==> config.mk <==
export PLATFORM = sky130hd
export DESIGN_NAME = angle_triggered_assist_pulse_core
export DESIGN_NICKNAME = d
export VERILOG_FILES = /design/src/design/apa_pkg.sv /design/src/design/apa_lane.sv /design/src/design/angle_triggered_assist_pulse_core.sv
export SDC_FILE = /design/constraint.sdc
export NUM_CORES = 1
export LEC_CHECK = 0
export BUFFER_PORTS_ARGS = -buffer_cell sky130_fd_sc_hd__buf_2
export CAP_MARGIN = 20
export CORE_MARGIN = 3
export CORE_UTILIZATION = 60
export DETAILED_ROUTE_END_ITERATION = 8
export HOLD_SLACK_MARGIN = 0.08
export PLACE_DENSITY = 0.82
export SETUP_SLACK_MARGIN = 0.15
export SLEW_MARGIN = 0
export SYNTH_ARGS = -nofsm -noshare
export SYNTH_HDL_FRONTEND = slang
export SYNTH_SLANG_ARGS = --single-unit
==> constraint.sdc <==
create_clock -name clk -period 20.3 [get_ports clk]
set_input_delay 6.09 -clock clk [delete_from_list [all_inputs] [get_ports clk]]
set_output_delay 6.09 -clock clk [all_outputs]
set_load 0.02 [all_outputs]
==> src/design/apa_pkg.sv <==
package apa_pkg;

  // torque ceiling applied on top of the programmable limit, mNm
  localparam logic [15:0] HARD_TORQUE_MAX = 16'd2500;

  // register indexes of the configuration port
  typedef enum logic [2:0] {
    REG_LEFT_OFFSET     = 3'd0,
    REG_RIGHT_OFFSET    = 3'd1,
    REG_SIDE_INVERT     = 3'd2,
    REG_TRIGGER_ANGLE   = 3'd3,
    REG_REARM_ANGLE     = 3'd4,
    REG_PULSE_MS        = 3'd5,
    REG_TORQUE_LIMIT    = 3'd6,
    REG_TORQUE_REQUESTS = 3'd7
  } cfg_reg_e;

  // reset values of the configuration registers
  localparam logic [15:0] RST_TRIGGER_ANGLE   = 16'd200;
  localparam logic [15:0] RST_REARM_ANGLE     = 16'd150;
  localparam logic [15:0] RST_PULSE_MS        = 16'd120;
  localparam logic [15:0] RST_TORQUE_LIMIT    = 16'd1000;
  localparam logic [31:0] RST_TORQUE_REQUESTS = 32'd65537000;

  // per-side settings handed to a lane
  typedef struct packed {
    logic signed [15:0] offset;
    logic               invert;
    logic signed [15:0] trigger;
    logic signed [15:0] rearm;
    logic [15:0]        pulse_ms;
    logic [11:0]        limit;
    logic signed [15:0] request;
  } lane_cfg_t;

  // per-side findings returned by a lane
  typedef struct packed {
    logic signed [12:0] torque;
    logic               pulse;
    logic               over;
    logic signed [16:0] corrected;
  } lane_res_t;

endpackage

==> src/design/apa_lane.sv <==
module apa_lane (
  input  logic               clk,
  input  logic               rst,
  input  logic               accept,
  input  logic               gate,
  input  logic signed [15:0] raw_angle,
  input  logic [31:0]        now_ms,
  input  apa_pkg::lane_cfg_t cfg,
  output apa_pkg::lane_res_t res
);

  logic               armed;
  logic               pulse;
  logic [31:0]        start_ms;

  logic signed [16:0] corr_raw;
  logic signed [16:0] corr;
  logic signed [16:0] trig17;
  logic signed [16:0] rearm17;
  logic               over;
  logic               armed_a;
  logic               fire;
  logic [31:0]        start_eff;
  logic [31:0]        elapsed;
  logic               pulse_a;
  logic signed [16:0] req17;
  logic signed [16:0] lim17;
  logic signed [16:0] neg_lim17;
  logic signed [16:0] clamped;

  // corrected angle, optionally mirrored
  assign corr_raw = $signed({raw_angle[15], raw_angle}) - $signed({cfg.offset[15], cfg.offset});
  assign corr     = cfg.invert ? -corr_raw : corr_raw;

  assign trig17  = $signed({cfg.trigger[15], cfg.trigger});
  assign rearm17 = $signed({cfg.rearm[15], cfg.rearm});
  assign over    = corr >= trig17;

  // rearm first, then fire from the updated armed flag
  assign armed_a   = armed | (corr <= rearm17);
  assign fire      = armed_a & over;
  assign start_eff = fire ? now_ms : start_ms;
  assign elapsed   = now_ms - start_eff;
  assign pulse_a   = (pulse | fire) & (elapsed < {16'd0, cfg.pulse_ms});

  // symmetric clamp of the request
  assign req17     = $signed({cfg.request[15], cfg.request});
  assign lim17     = $signed({5'd0, cfg.limit});
  assign neg_lim17 = -lim17;

  always_comb begin
    if (req17 > lim17) begin
      clamped = lim17;
    end else if (req17 < neg_lim17) begin
      clamped = neg_lim17;
    end else begin
      clamped = req17;
    end
  end

  always_comb begin
    res.corrected = corr;
    res.over      = gate & over;
    res.pulse     = gate & pulse_a;
    res.torque    = (gate && pulse_a) ? clamped[12:0] : 13'sd0;
  end

  always_ff @(posedge clk) begin
    if (rst) begin
      armed    <= 1'b1;
      pulse    <= 1'b0;
      start_ms <= 32'd0;
    end else if (accept) begin
      if (gate) begin
        armed <= armed_a & ~fire;
        pulse <= pulse_a;
        if (fire) begin
          start_ms <= now_ms;
        end
      end else begin
        armed <= 1'b1;
        pulse <= 1'b0;
      end
    end
  end

endmodule

==> src/design/angle_triggered_assist_pulse_core.sv <==
// a result is registered and presented in the cycle after its item is accepted
// throughput: one item per cycle; in_ready drops only while a held result waits on out_ready
// rate is set by the single output register shared by both side lanes
// reset (synchronous, rst high): registers take their defaults, request and session clear,
// both sides rearm, pulses stop, and the output register empties
module angle_triggered_assist_pulse_core (
  input  logic               clk,
  input  logic               rst,
  // sample channel
  input  logic               in_valid,
  output logic               in_ready,
  input  logic signed [15:0] left_raw_angle,
  input  logic signed [15:0] right_raw_angle,
  input  logic [31:0]        now_ms,
  input  logic               assist_mode,
  input  logic               toggle_press,
  input  logic               disable_press,
  // result channel
  output logic               out_valid,
  input  logic               out_ready,
  output logic signed [12:0] left_torque_cmd,
  output logic signed [12:0] right_torque_cmd,
  output logic               left_pulse,
  output logic               right_pulse,
  output logic               left_over,
  output logic               right_over,
  output logic signed [16:0] left_corrected,
  output logic signed [16:0] right_corrected,
  output logic               output_enabled,
  output logic               request_flag,
  // configuration write port
  input  logic               cfg_we,
  input  logic [2:0]         cfg_index,
  input  logic [31:0]        cfg_data
);

  // configuration registers
  logic [15:0] left_offset;
  logic [15:0] right_offset;
  logic [1:0]  side_invert;
  logic [15:0] trigger_angle;
  logic [15:0] rearm_angle;
  logic [15:0] pulse_ms;
  logic [15:0] torque_limit;
  logic [31:0] torque_requests;

  // session state
  logic control_request;
  logic session_active;
  logic control_request_next;
  logic session_active_next;
  logic request_base;
  logic gate;
  logic accept;

  logic [15:0]        limit_sat;
  apa_pkg::lane_cfg_t left_cfg;
  apa_pkg::lane_cfg_t right_cfg;
  apa_pkg::lane_res_t left_res;
  apa_pkg::lane_res_t right_res;

  // output register accepts a new item whenever it is empty or being drained
  assign in_ready = ~out_valid | out_ready;
  assign accept   = in_valid & in_ready;

  // configuration writes, unknown indexes ignored
  always_ff @(posedge clk) begin
    if (rst) begin
      left_offset     <= 16'd0;
      right_offset    <= 16'd0;
      side_invert     <= 2'd0;
      trigger_angle   <= apa_pkg::RST_TRIGGER_ANGLE;
      rearm_angle     <= apa_pkg::RST_REARM_ANGLE;
      pulse_ms        <= apa_pkg::RST_PULSE_MS;
      torque_limit    <= apa_pkg::RST_TORQUE_LIMIT;
      torque_requests <= apa_pkg::RST_TORQUE_REQUESTS;
    end else if (cfg_we) begin
      case (apa_pkg::cfg_reg_e'(cfg_index))
        apa_pkg::REG_LEFT_OFFSET:     left_offset     <= cfg_data[15:0];
        apa_pkg::REG_RIGHT_OFFSET:    right_offset    <= cfg_data[15:0];
        apa_pkg::REG_SIDE_INVERT:     side_invert     <= cfg_data[1:0];
        apa_pkg::REG_TRIGGER_ANGLE:   trigger_angle   <= cfg_data[15:0];
        apa_pkg::REG_REARM_ANGLE:     rearm_angle     <= cfg_data[15:0];
        apa_pkg::REG_PULSE_MS:        pulse_ms        <= cfg_data[15:0];
        apa_pkg::REG_TORQUE_LIMIT:    torque_limit    <= cfg_data[15:0];
        apa_pkg::REG_TORQUE_REQUESTS: torque_requests <= cfg_data;
        default: ;
      endcase
    end
  end

  // session and button handling
  // entering assist mode starts a fresh session with the request cleared,
  // leaving it drops the request; disable wins over toggle
  assign request_base = session_active ? control_request : 1'b0;

  always_comb begin
    control_request_next = control_request;
    session_active_next  = session_active;
    if (!assist_mode) begin
      if (session_active) begin
        control_request_next = 1'b0;
        session_active_next  = 1'b0;
      end
    end else begin
      session_active_next = 1'b1;
      if (disable_press) begin
        control_request_next = 1'b0;
      end else if (toggle_press) begin
        control_request_next = ~request_base;
      end else begin
        control_request_next = request_base;
      end
    end
  end

  // safety gate: request held and device in assist mode
  assign gate = control_request_next & assist_mode;

  always_ff @(posedge clk) begin
    if (rst) begin
      control_request <= 1'b0;
      session_active  <= 1'b0;
    end else if (accept) begin
      control_request <= control_request_next;
      session_active  <= session_active_next;
    end
  end

  // torque limit saturates at the hard ceiling
  assign limit_sat = (torque_limit > apa_pkg::HARD_TORQUE_MAX) ?
                     apa_pkg::HARD_TORQUE_MAX : torque_limit;

  always_comb begin
    left_cfg.offset    = left_offset;
    left_cfg.invert    = side_invert[0];
    left_cfg.trigger   = trigger_angle;
    left_cfg.rearm     = rearm_angle;
    left_cfg.pulse_ms  = pulse_ms;
    left_cfg.limit     = limit_sat[11:0];
    left_cfg.request   = torque_requests[15:0];

    right_cfg.offset   = right_offset;
    right_cfg.invert   = side_invert[1];
    right_cfg.trigger  = trigger_angle;
    right_cfg.rearm    = rearm_angle;
    right_cfg.pulse_ms = pulse_ms;
    right_cfg.limit    = limit_sat[11:0];
    right_cfg.request  = torque_requests[31:16];
  end

  // one lane per side, each holding its own arm / pulse / start time state
  apa_lane u_left (
    .clk       (clk),
    .rst       (rst),
    .accept    (accept),
    .gate      (gate),
    .raw_angle (left_raw_angle),
    .now_ms    (now_ms),
    .cfg       (left_cfg),
    .res       (left_res)
  );

  apa_lane u_right (
    .clk       (clk),
    .rst       (rst),
    .accept    (accept),
    .gate      (gate),
    .raw_angle (right_raw_angle),
    .now_ms    (now_ms),
    .cfg       (right_cfg),
    .res       (right_res)
  );

  // merge stage: both lanes plus session flags into the output register
  always_ff @(posedge clk) begin
    if (rst) begin
      out_valid <= 1'b0;
    end else if (accept) begin
      out_valid <= 1'b1;
    end else if (out_ready) begin
      out_valid <= 1'b0;
    end
  end

  always_ff @(posedge clk) begin
    if (accept) begin
      left_torque_cmd  <= left_res.torque;
      right_torque_cmd <= right_res.torque;
      left_pulse       <= left_res.pulse;
      right_pulse      <= right_res.pulse;
      left_over        <= left_res.over;
      right_over       <= right_res.over;
      left_corrected   <= left_res.corrected;
      right_corrected  <= right_res.corrected;
      output_enabled   <= gate;
      request_flag     <= control_request_next;
    end
  end

`ifndef ASSERT_OFF
  a_gate_needs_request: assert property (@(posedge clk) disable iff (rst)
    out_valid && output_enabled |-> request_flag)
    else $error("gate open without a control request");

  a_closed_gate_quiet: assert property (@(posedge clk) disable iff (rst)
    out_valid && !output_enabled |->
      left_torque_cmd == 13'sd0 && right_torque_cmd == 13'sd0 &&
      !left_pulse && !right_pulse && !left_over && !right_over)
    else $error("activity while the gate is closed");

  a_left_torque_in_pulse: assert property (@(posedge clk) disable iff (rst)
    out_valid && !left_pulse |-> left_torque_cmd == 13'sd0)
    else $error("left torque outside a pulse");

  a_right_torque_in_pulse: assert property (@(posedge clk) disable iff (rst)
    out_valid && !right_pulse |-> right_torque_cmd == 13'sd0)
    else $error("right torque outside a pulse");

  a_accept_gives_result: assert property (@(posedge clk) disable iff (rst)
    accept |=> out_valid)
    else $error("accepted item produced no result");
`endif

endmodule
==> results.ini, run 1 <==
[critical_path]
cp_max_fo = 14
max_stage_delay_ps = 540
criticalPathCategory = in2reg
end_kind = flip-flop
cp_slowest_cell = or4_1
critPathLaunchType = input pin
path_common_cell = ha_1
cp.arrival_ps = 17400
critPathRequiredTime_ps = 20710

[clocking]
cts_max_level = 1
cts_buffer_depth = 3
cts_resized = 0
clkTransAtPathRegs_ps = 60
cts_made_buffers = 31
clock_latency_ps = 600
cts_tree = built
hold_buffers = 0
cts_sinks = 267
cts_root_buf = clkbuf_16
cts_setup_buffers = 0

[hold_path]
hp-class = reg2reg

[synthesis]
syn_inst = 2563
avgSynthCellArea_um2 = 8.09
yosys-top-cells-area = dfxtp_1 (19%), ha_1 (15%), edfxtp_1 (9.6%)
ys_ff_latch = 267
synth_cell_types = 97
seq_area_frac_synth_pct = 29.0
async_flop_share_pct = 0
ys_dominant_reg_cell = dfxtp_1
synth-edff-count = 66
synth_fp_nets = 2919
synth_area_leader_cell = dfxtp_1
synthesis.area_um2 = 20700
synthTopCellsByCount = nand2_1 (384), ha_1 (245), a21oi_1 (237)
ys.warnings.count = 0
synth.most_common_cell = nand2_1
synth_top_area_share_pct = 19.4

[timing]
rsz0062_at_grt = no
setup_viol = 0
fin_ws_ps = 3310
hold_viol = 0
relSlewSlack_pct = 35.4
period_needed_ps = 16990
worstMarginPinSlew_ps = 960
tns_ps = 0
fin_crit_sh_pct = 83.7
holdWs_ps = 456
fmax_mhz = 58.9
finalMaxSlewViolations = 0
skew_ps = 12.8

[final_layout]
n_fill_cell = 2809
area_delta_synth_final_pct = 11.3
drive_gt1_share_pct = 11.3
multiInputGateArea_um2 = 13700
fin_nets = 3035
seq_area_um2 = 6010

[drt]
drc_errors = 0
num_vias = 19900
avgViaCountPerCell = 6.31
routed_wl_mm = 62.1
dr.pass1.iters = 5
first_iter_violations = 1554
wl_per_cell_um = 19.7
detail-route-antenna-nets = 0

[global_routing]
overflow = 0
antenna_found_initial = 1
grt_max_degree = 85
grt_pass1_vias = 18900
grt_pass1_wl_mm = 98.3
grt_use_total_pct = 33.1

[placed_design]
port_buffers = 174
dpl_worst_slack_ps = 2860
hpwl_mm = 47.9
gp_congestion = 1.01

[die]
start_util_pct = 61.4
die_y_um = 192
num_io_pins = 175
fp.coreArea_um2 = 33800
die_area_um2 = 36800
die_x_um = 192
rows = 67

[power]
peakVddDrop_mv = 0.0712
p_leak_nw = 9.60
powerDensity_nw_per_um2 = 82.7
total_power_mw = 1.91

[flow_run]
cap_violations = 0

[run_status]
status = completed

==> registers in the layout, summed over array words and instances, names as in the netlist, 2 cells and up <==
name	count
left_corrected	17
left_offset	16
right_torque_cmd	13
rearm_angle	16
u_right.start_ms	32
right_corrected	17
pulse_ms	16
side_invert	2
trigger_angle	16
left_torque_cmd	13
u_left.start_ms	32
torque_limit	16
right_offset	16
torque_requests	32
==> through the flow <==
stage	cell area (µm²)	std cells	utilization, %
2_1_floorplan	20700	2563	-
3_3_place_gp	21900	3092	64.8
3_5_place_dp	21900	3092	64.8
4_1_cts	23000	3150	68.2
5_1_grt	23100	3153	68.3
6_report	23100	3153	68.3
==> kinds of logic (layout without fill, tap and decap cells) <==
kind of cell             after synthesis  after routing  share of synthesized area, %
adder cells (fa/ha/maj)              256            256                          15.5
AO/OA/AOI/OAI                        694            694                          22.0
other                                  0              1                             0
flip-flops                           267            267                          29.0
XOR/XNOR                              99             99                          4.18
buffers and inverters                266            407                          4.93
multiplexers                          94             94                          4.62
AND/OR/NAND/NOR                      887            887                          19.8
==> cell usage in the layout, fill, tap and decap left out, types with 68 or more instances in the layout <==
cell / Yosys / final
nand2_1: 384 / 384
ha_1: 245 / 245
a21oi_1: 237 / 237
dfxtp_1: 201 / 201
nor2_1: 179 / 177
buf_2: 5 / 173
inv_1: 154 / 153
o21ai_0: 85 / 85
mux2i_1: 81 / 81
a211oi_1: 76 / 76
xnor2_1: 71 / 71
nand3_1: 68 / 68
==> power breakdown <==
part | switching [mW] | internal (mW)
Combinational | 0.433 | 0.266
Sequential | 0.0113 | 0.569
Clock | 0.246 | 0.381
Total | 0.691 | 1.22
==> critical path, delay by kind of cell <==
| kind | cells | cell delay [ps] |
|---|---|---|
| and+or+nand+nor | 17 | 4550 |
| AOI/OAI and AO/OA | 15 | 4060 |
| adders and majority gates | 7 | 2120 |
| xor gates and xnor gates | 3 | 440 |
| buffers and inverters | 2 | 100 |
==> cell type report <==
class / count / area share, %
diodes: 1 / 0.0108
clock buffers: 38 / 3.88
clock inverters: 20 / 1.17
inverters: 156 / 2.54
multi-input cells: 2030 / 59.5
flip-flops and latches: 267 / 26.0
well taps: 448 / 2.43
repair buffers: 193 / 4.42
==> worst paths after layout <==
path / from / endpoint / slack [ps] / depth (start not counted)
worst min-delay path: right_offset[10]$_SDFFE_PP0P_ / right_offset[10]$_SDFFE_PP0P_ / 460 / 2
worst max register to register: right_offset[0]$_SDFFE_PP0P_ / right_torque_cmd[1]$_SDFFCE_PN0P_ / 8590 / 42
worst min register to register: right_offset[10]$_SDFFE_PP0P_ / right_offset[10]$_SDFFE_PP0P_ / 460 / 2
worst max-delay path: right_raw_angle[0] / right_torque_cmd[1]$_SDFFCE_PN0P_ / 3310 / 44
==> metal layers <==
metal | GRT usage (%) | part of all wire [%] | vias to the layer above
met5 | 0 | 0 | -
met4 | 14.6 | 4.8 | 0
met3 | 4.82 | 7.8 | 194
met2 | 53.8 | 45 | 847
met1 | 43.8 | 42 | 9399
li1 | - | - | 9466
Power figures use the tool's default switching activity.
==> run 2, diff against run 1 <==
--- a/config.mk
+++ b/config.mk
@@ -8,10 +8,10 @@
 export BUFFER_PORTS_ARGS = -buffer_cell sky130_fd_sc_hd__buf_2
 export CAP_MARGIN = 20
 export CORE_MARGIN = 3
-export CORE_UTILIZATION = 60
+export CORE_UTILIZATION = 56
 export DETAILED_ROUTE_END_ITERATION = 8
 export HOLD_SLACK_MARGIN = 0.08
-export PLACE_DENSITY = 0.82
+export PLACE_DENSITY = 0.8
 export SETUP_SLACK_MARGIN = 0.15
 export SLEW_MARGIN = 0
 export SYNTH_ARGS = -nofsm -noshare
==> constraint.sdc (replaced) <==
create_clock -name clk -period 15.6 [get_ports clk]
set_input_delay 4.68 -clock clk [delete_from_list [all_inputs] [get_ports clk]]
set_output_delay 4.68 -clock clk [all_outputs]
set_load 0.02 [all_outputs]
==> results.ini, run 2 (synthesized netlist as in run 1, its figures left out) <==
[drt]
detail-route-antenna-nets = 0  ; unchanged
avgViaCountPerCell = 6.19  ; was 6.31
dr.pass1.iters = 6  ; was 5
wl_per_cell_um = 19.6  ; was 19.7 µm
routed_wl_mm = 62.1  ; about the same
first_iter_violations = 1620  ; was 1554
num_vias = 19700  ; was 19900
drc_errors = 0  ; unchanged

[placed_design]
hpwl_mm = 47.7  ; was 47.9 mm
placed_cell_area_um2 = 22000  ; was 21900 µm²
gp_congestion = 0.977  ; was 1.01
port_buffers = 174  ; unchanged

[die]
fp.coreArea_um2 = 36000  ; was 33800 µm²
die_area_um2 = 39400  ; was 36800 µm²
rows = 69  ; was 67
num_io_pins = 175  ; unchanged
die_x_um = 198  ; was 192 µm
die_y_um = 198  ; was 192 µm
start_util_pct = 57.6  ; was 61.4%

[global_routing]
grt_pass1_vias = 18800  ; was 18900
grt_pass1_wl_mm = 98.1  ; was 98.3 mm
overflow = 0  ; unchanged
grt_use_total_pct = 30.7  ; was 33.1%
grt_max_degree = 111  ; was 85
antenna_found_initial = 0  ; was 1

[critical_path]
rr_endpoint = right_torque_cmd[8]$_SDFFCE_PN0P_  ; was right_torque_cmd[1]$_SDFFCE_PN0P_
max_stage_delay_ps = 540  ; about the same
r2r_slack_ps = 4730  ; was 8590 ps
r2r-start = right_offset[0]$_SDFFE_PP0P_  ; unchanged
crit_start = right_raw_angle[0]  ; unchanged
cp_max_fo = 11  ; was 14
r2r_cells = 43  ; was 42
path_common_cell = ha_1  ; unchanged
critPathLaunchType = input pin  ; unchanged
cp.arrival_ps = 15200  ; was 17400 ps
endpoint = right_torque_cmd[8]$_SDFFCE_PN0P_  ; was right_torque_cmd[1]$_SDFFCE_PN0P_
end_kind = flip-flop  ; unchanged
cp_slowest_cell = or4_1  ; unchanged
critPathRequiredTime_ps = 16050  ; was 20710 ps
criticalPathCategory = in2reg  ; unchanged

[timing]
worstMarginPinSlew_ps = 857  ; was 960 ps
skew_ps = 20.1  ; was 12.8 ps
setup_viol = 0  ; unchanged
relSlewSlack_pct = 42.3  ; was 35.4%
finalMaxSlewViolations = 0  ; unchanged
holdWs_ps = 452  ; was 456 ps
fmax_mhz = 67.8
hold_viol = 0  ; unchanged
period_needed_ps = 14750
rsz0062_at_grt = no  ; unchanged
tns_ps = 0  ; unchanged
fin_crit_sh_pct = 94.6

[final_layout]
most-common-layout-cells = nand2_1 (384), ha_1 (245), a21oi_1 (237), dfxtp_1 (201), nor2_1 (177)  ; unchanged
mostFrequentLayoutCell = nand2_1  ; unchanged
num_antenna_cells = 0  ; was 1
top_regs = torque_requests (32), u_left.start_ms (32), u_right.start_ms (32)  ; unchanged
final_area_um2 = 23100  ; about the same
fin_nets = 3048  ; was 3035
n_fill_cell = 3138  ; was 2809
area_delta_synth_final_pct = 11.3  ; about the same
drive_gt1_share_pct = 11.5  ; was 11.3%

[clocking]
clkTransAtPathRegs_ps = 60  ; about the same
cts_buffer_depth = 3  ; unchanged
hold_buffers = 0  ; unchanged
clock_latency_ps = 590  ; was 600 ps
cts_max_level = 1  ; unchanged
cts_tree = built  ; unchanged
cts_root_buf = clkbuf_16  ; unchanged
cts_sinks = 267  ; unchanged
cts_made_buffers = 30  ; was 31

[power]
p_leak_nw = 9.58  ; was 9.60 nW
total_power_mw = 2.37  ; was 1.91 mW
peakVddDrop_mv = 0.0901  ; was 0.0712 mV
powerDensity_nw_per_um2 = 103  ; was 82.7 nW/µm²

[flow_run]
cap_violations = 0  ; unchanged

[hold_path]
hp-class = reg2reg  ; unchanged

[run_status]
status = completed  ; unchanged

## run 2: worst min path at each step
stage | from | endpoint | slack, ps | cells after the start
floorplan | u_right.pulse$_SDFFE_PP0P_ | u_right.pulse$_SDFFE_PP0P_ | 430 | 2
global placement | rearm_angle[8]$_SDFFE_PP0P_ | rearm_angle[8]$_SDFFE_PP0P_ | 440 | 2
detailed placement | rearm_angle[8]$_SDFFE_PP0P_ | rearm_angle[8]$_SDFFE_PP0P_ | 450 | 2
CTS | rearm_angle[3]$_SDFFE_PP0P_ | rearm_angle[3]$_SDFFE_PP0P_ | 450 | 2
global route | trigger_angle[10]$_SDFFE_PP0P_ | trigger_angle[10]$_SDFFE_PP0P_ | 470 | 2
finish | right_offset[2]$_SDFFE_PP0P_ | right_offset[2]$_SDFFE_PP0P_ | 450 | 2
## run 2: worst max-delay path: cells and delay by family
family | cells | cell delay (ps)
xor gates and xnor gates | 3 | 440
muxes | 1 | 300
buffers and inverters | 4 | 550
and+or+nand+nor | 14 | 3620
adders and majority gates | 6 | 1800
AOI/OAI and AO/OA | 17 | 3810
## run 2: power by group
part	switching, mW	total (mW)	internal [mW]
clock network	0.298	0.707	0.409
logic	0.556	0.910	0.354
registers	0.0152	0.756	0.740
## run 2: repair_timing
item                                    4_1_cts  5_1_grt
endpoints found under the setup margin        0       14
gates resized for setup                       0        8
setup buffers                                 0        2
## run 2: per-layer routing
layer	global-route usage, %	share of wire [%]
met1	41.3	42
met4	11.3	4.1
met5	0	0
met2	50.8	46
met3	3.98	7.6
## run 2: layout make-up
class                      instances  area [µm²]  area share, %
timing repair buffer             207        1150           4.98
tap                              461         577           2.50
clock buffer                      36         783           3.39
clock inverter                    20         208          0.900
multi-input combinational       2030       13800           59.7
sequential                       267        6010           26.0
inverter                         156         586           2.54
## run 2: stage by stage
step / cells / utilization, % / worst slack, ps
6_report: 3177 / 64.1 / 846
5_1_grt: 3177 / 64.1 / 163
4_1_cts: 3172 / 63.8 / 732
3_5_place_dp: 3116 / 61.1 / 128
3_3_place_gp: 3114 / 61.0 / 397
2_1_floorplan: 2563 / - / 422
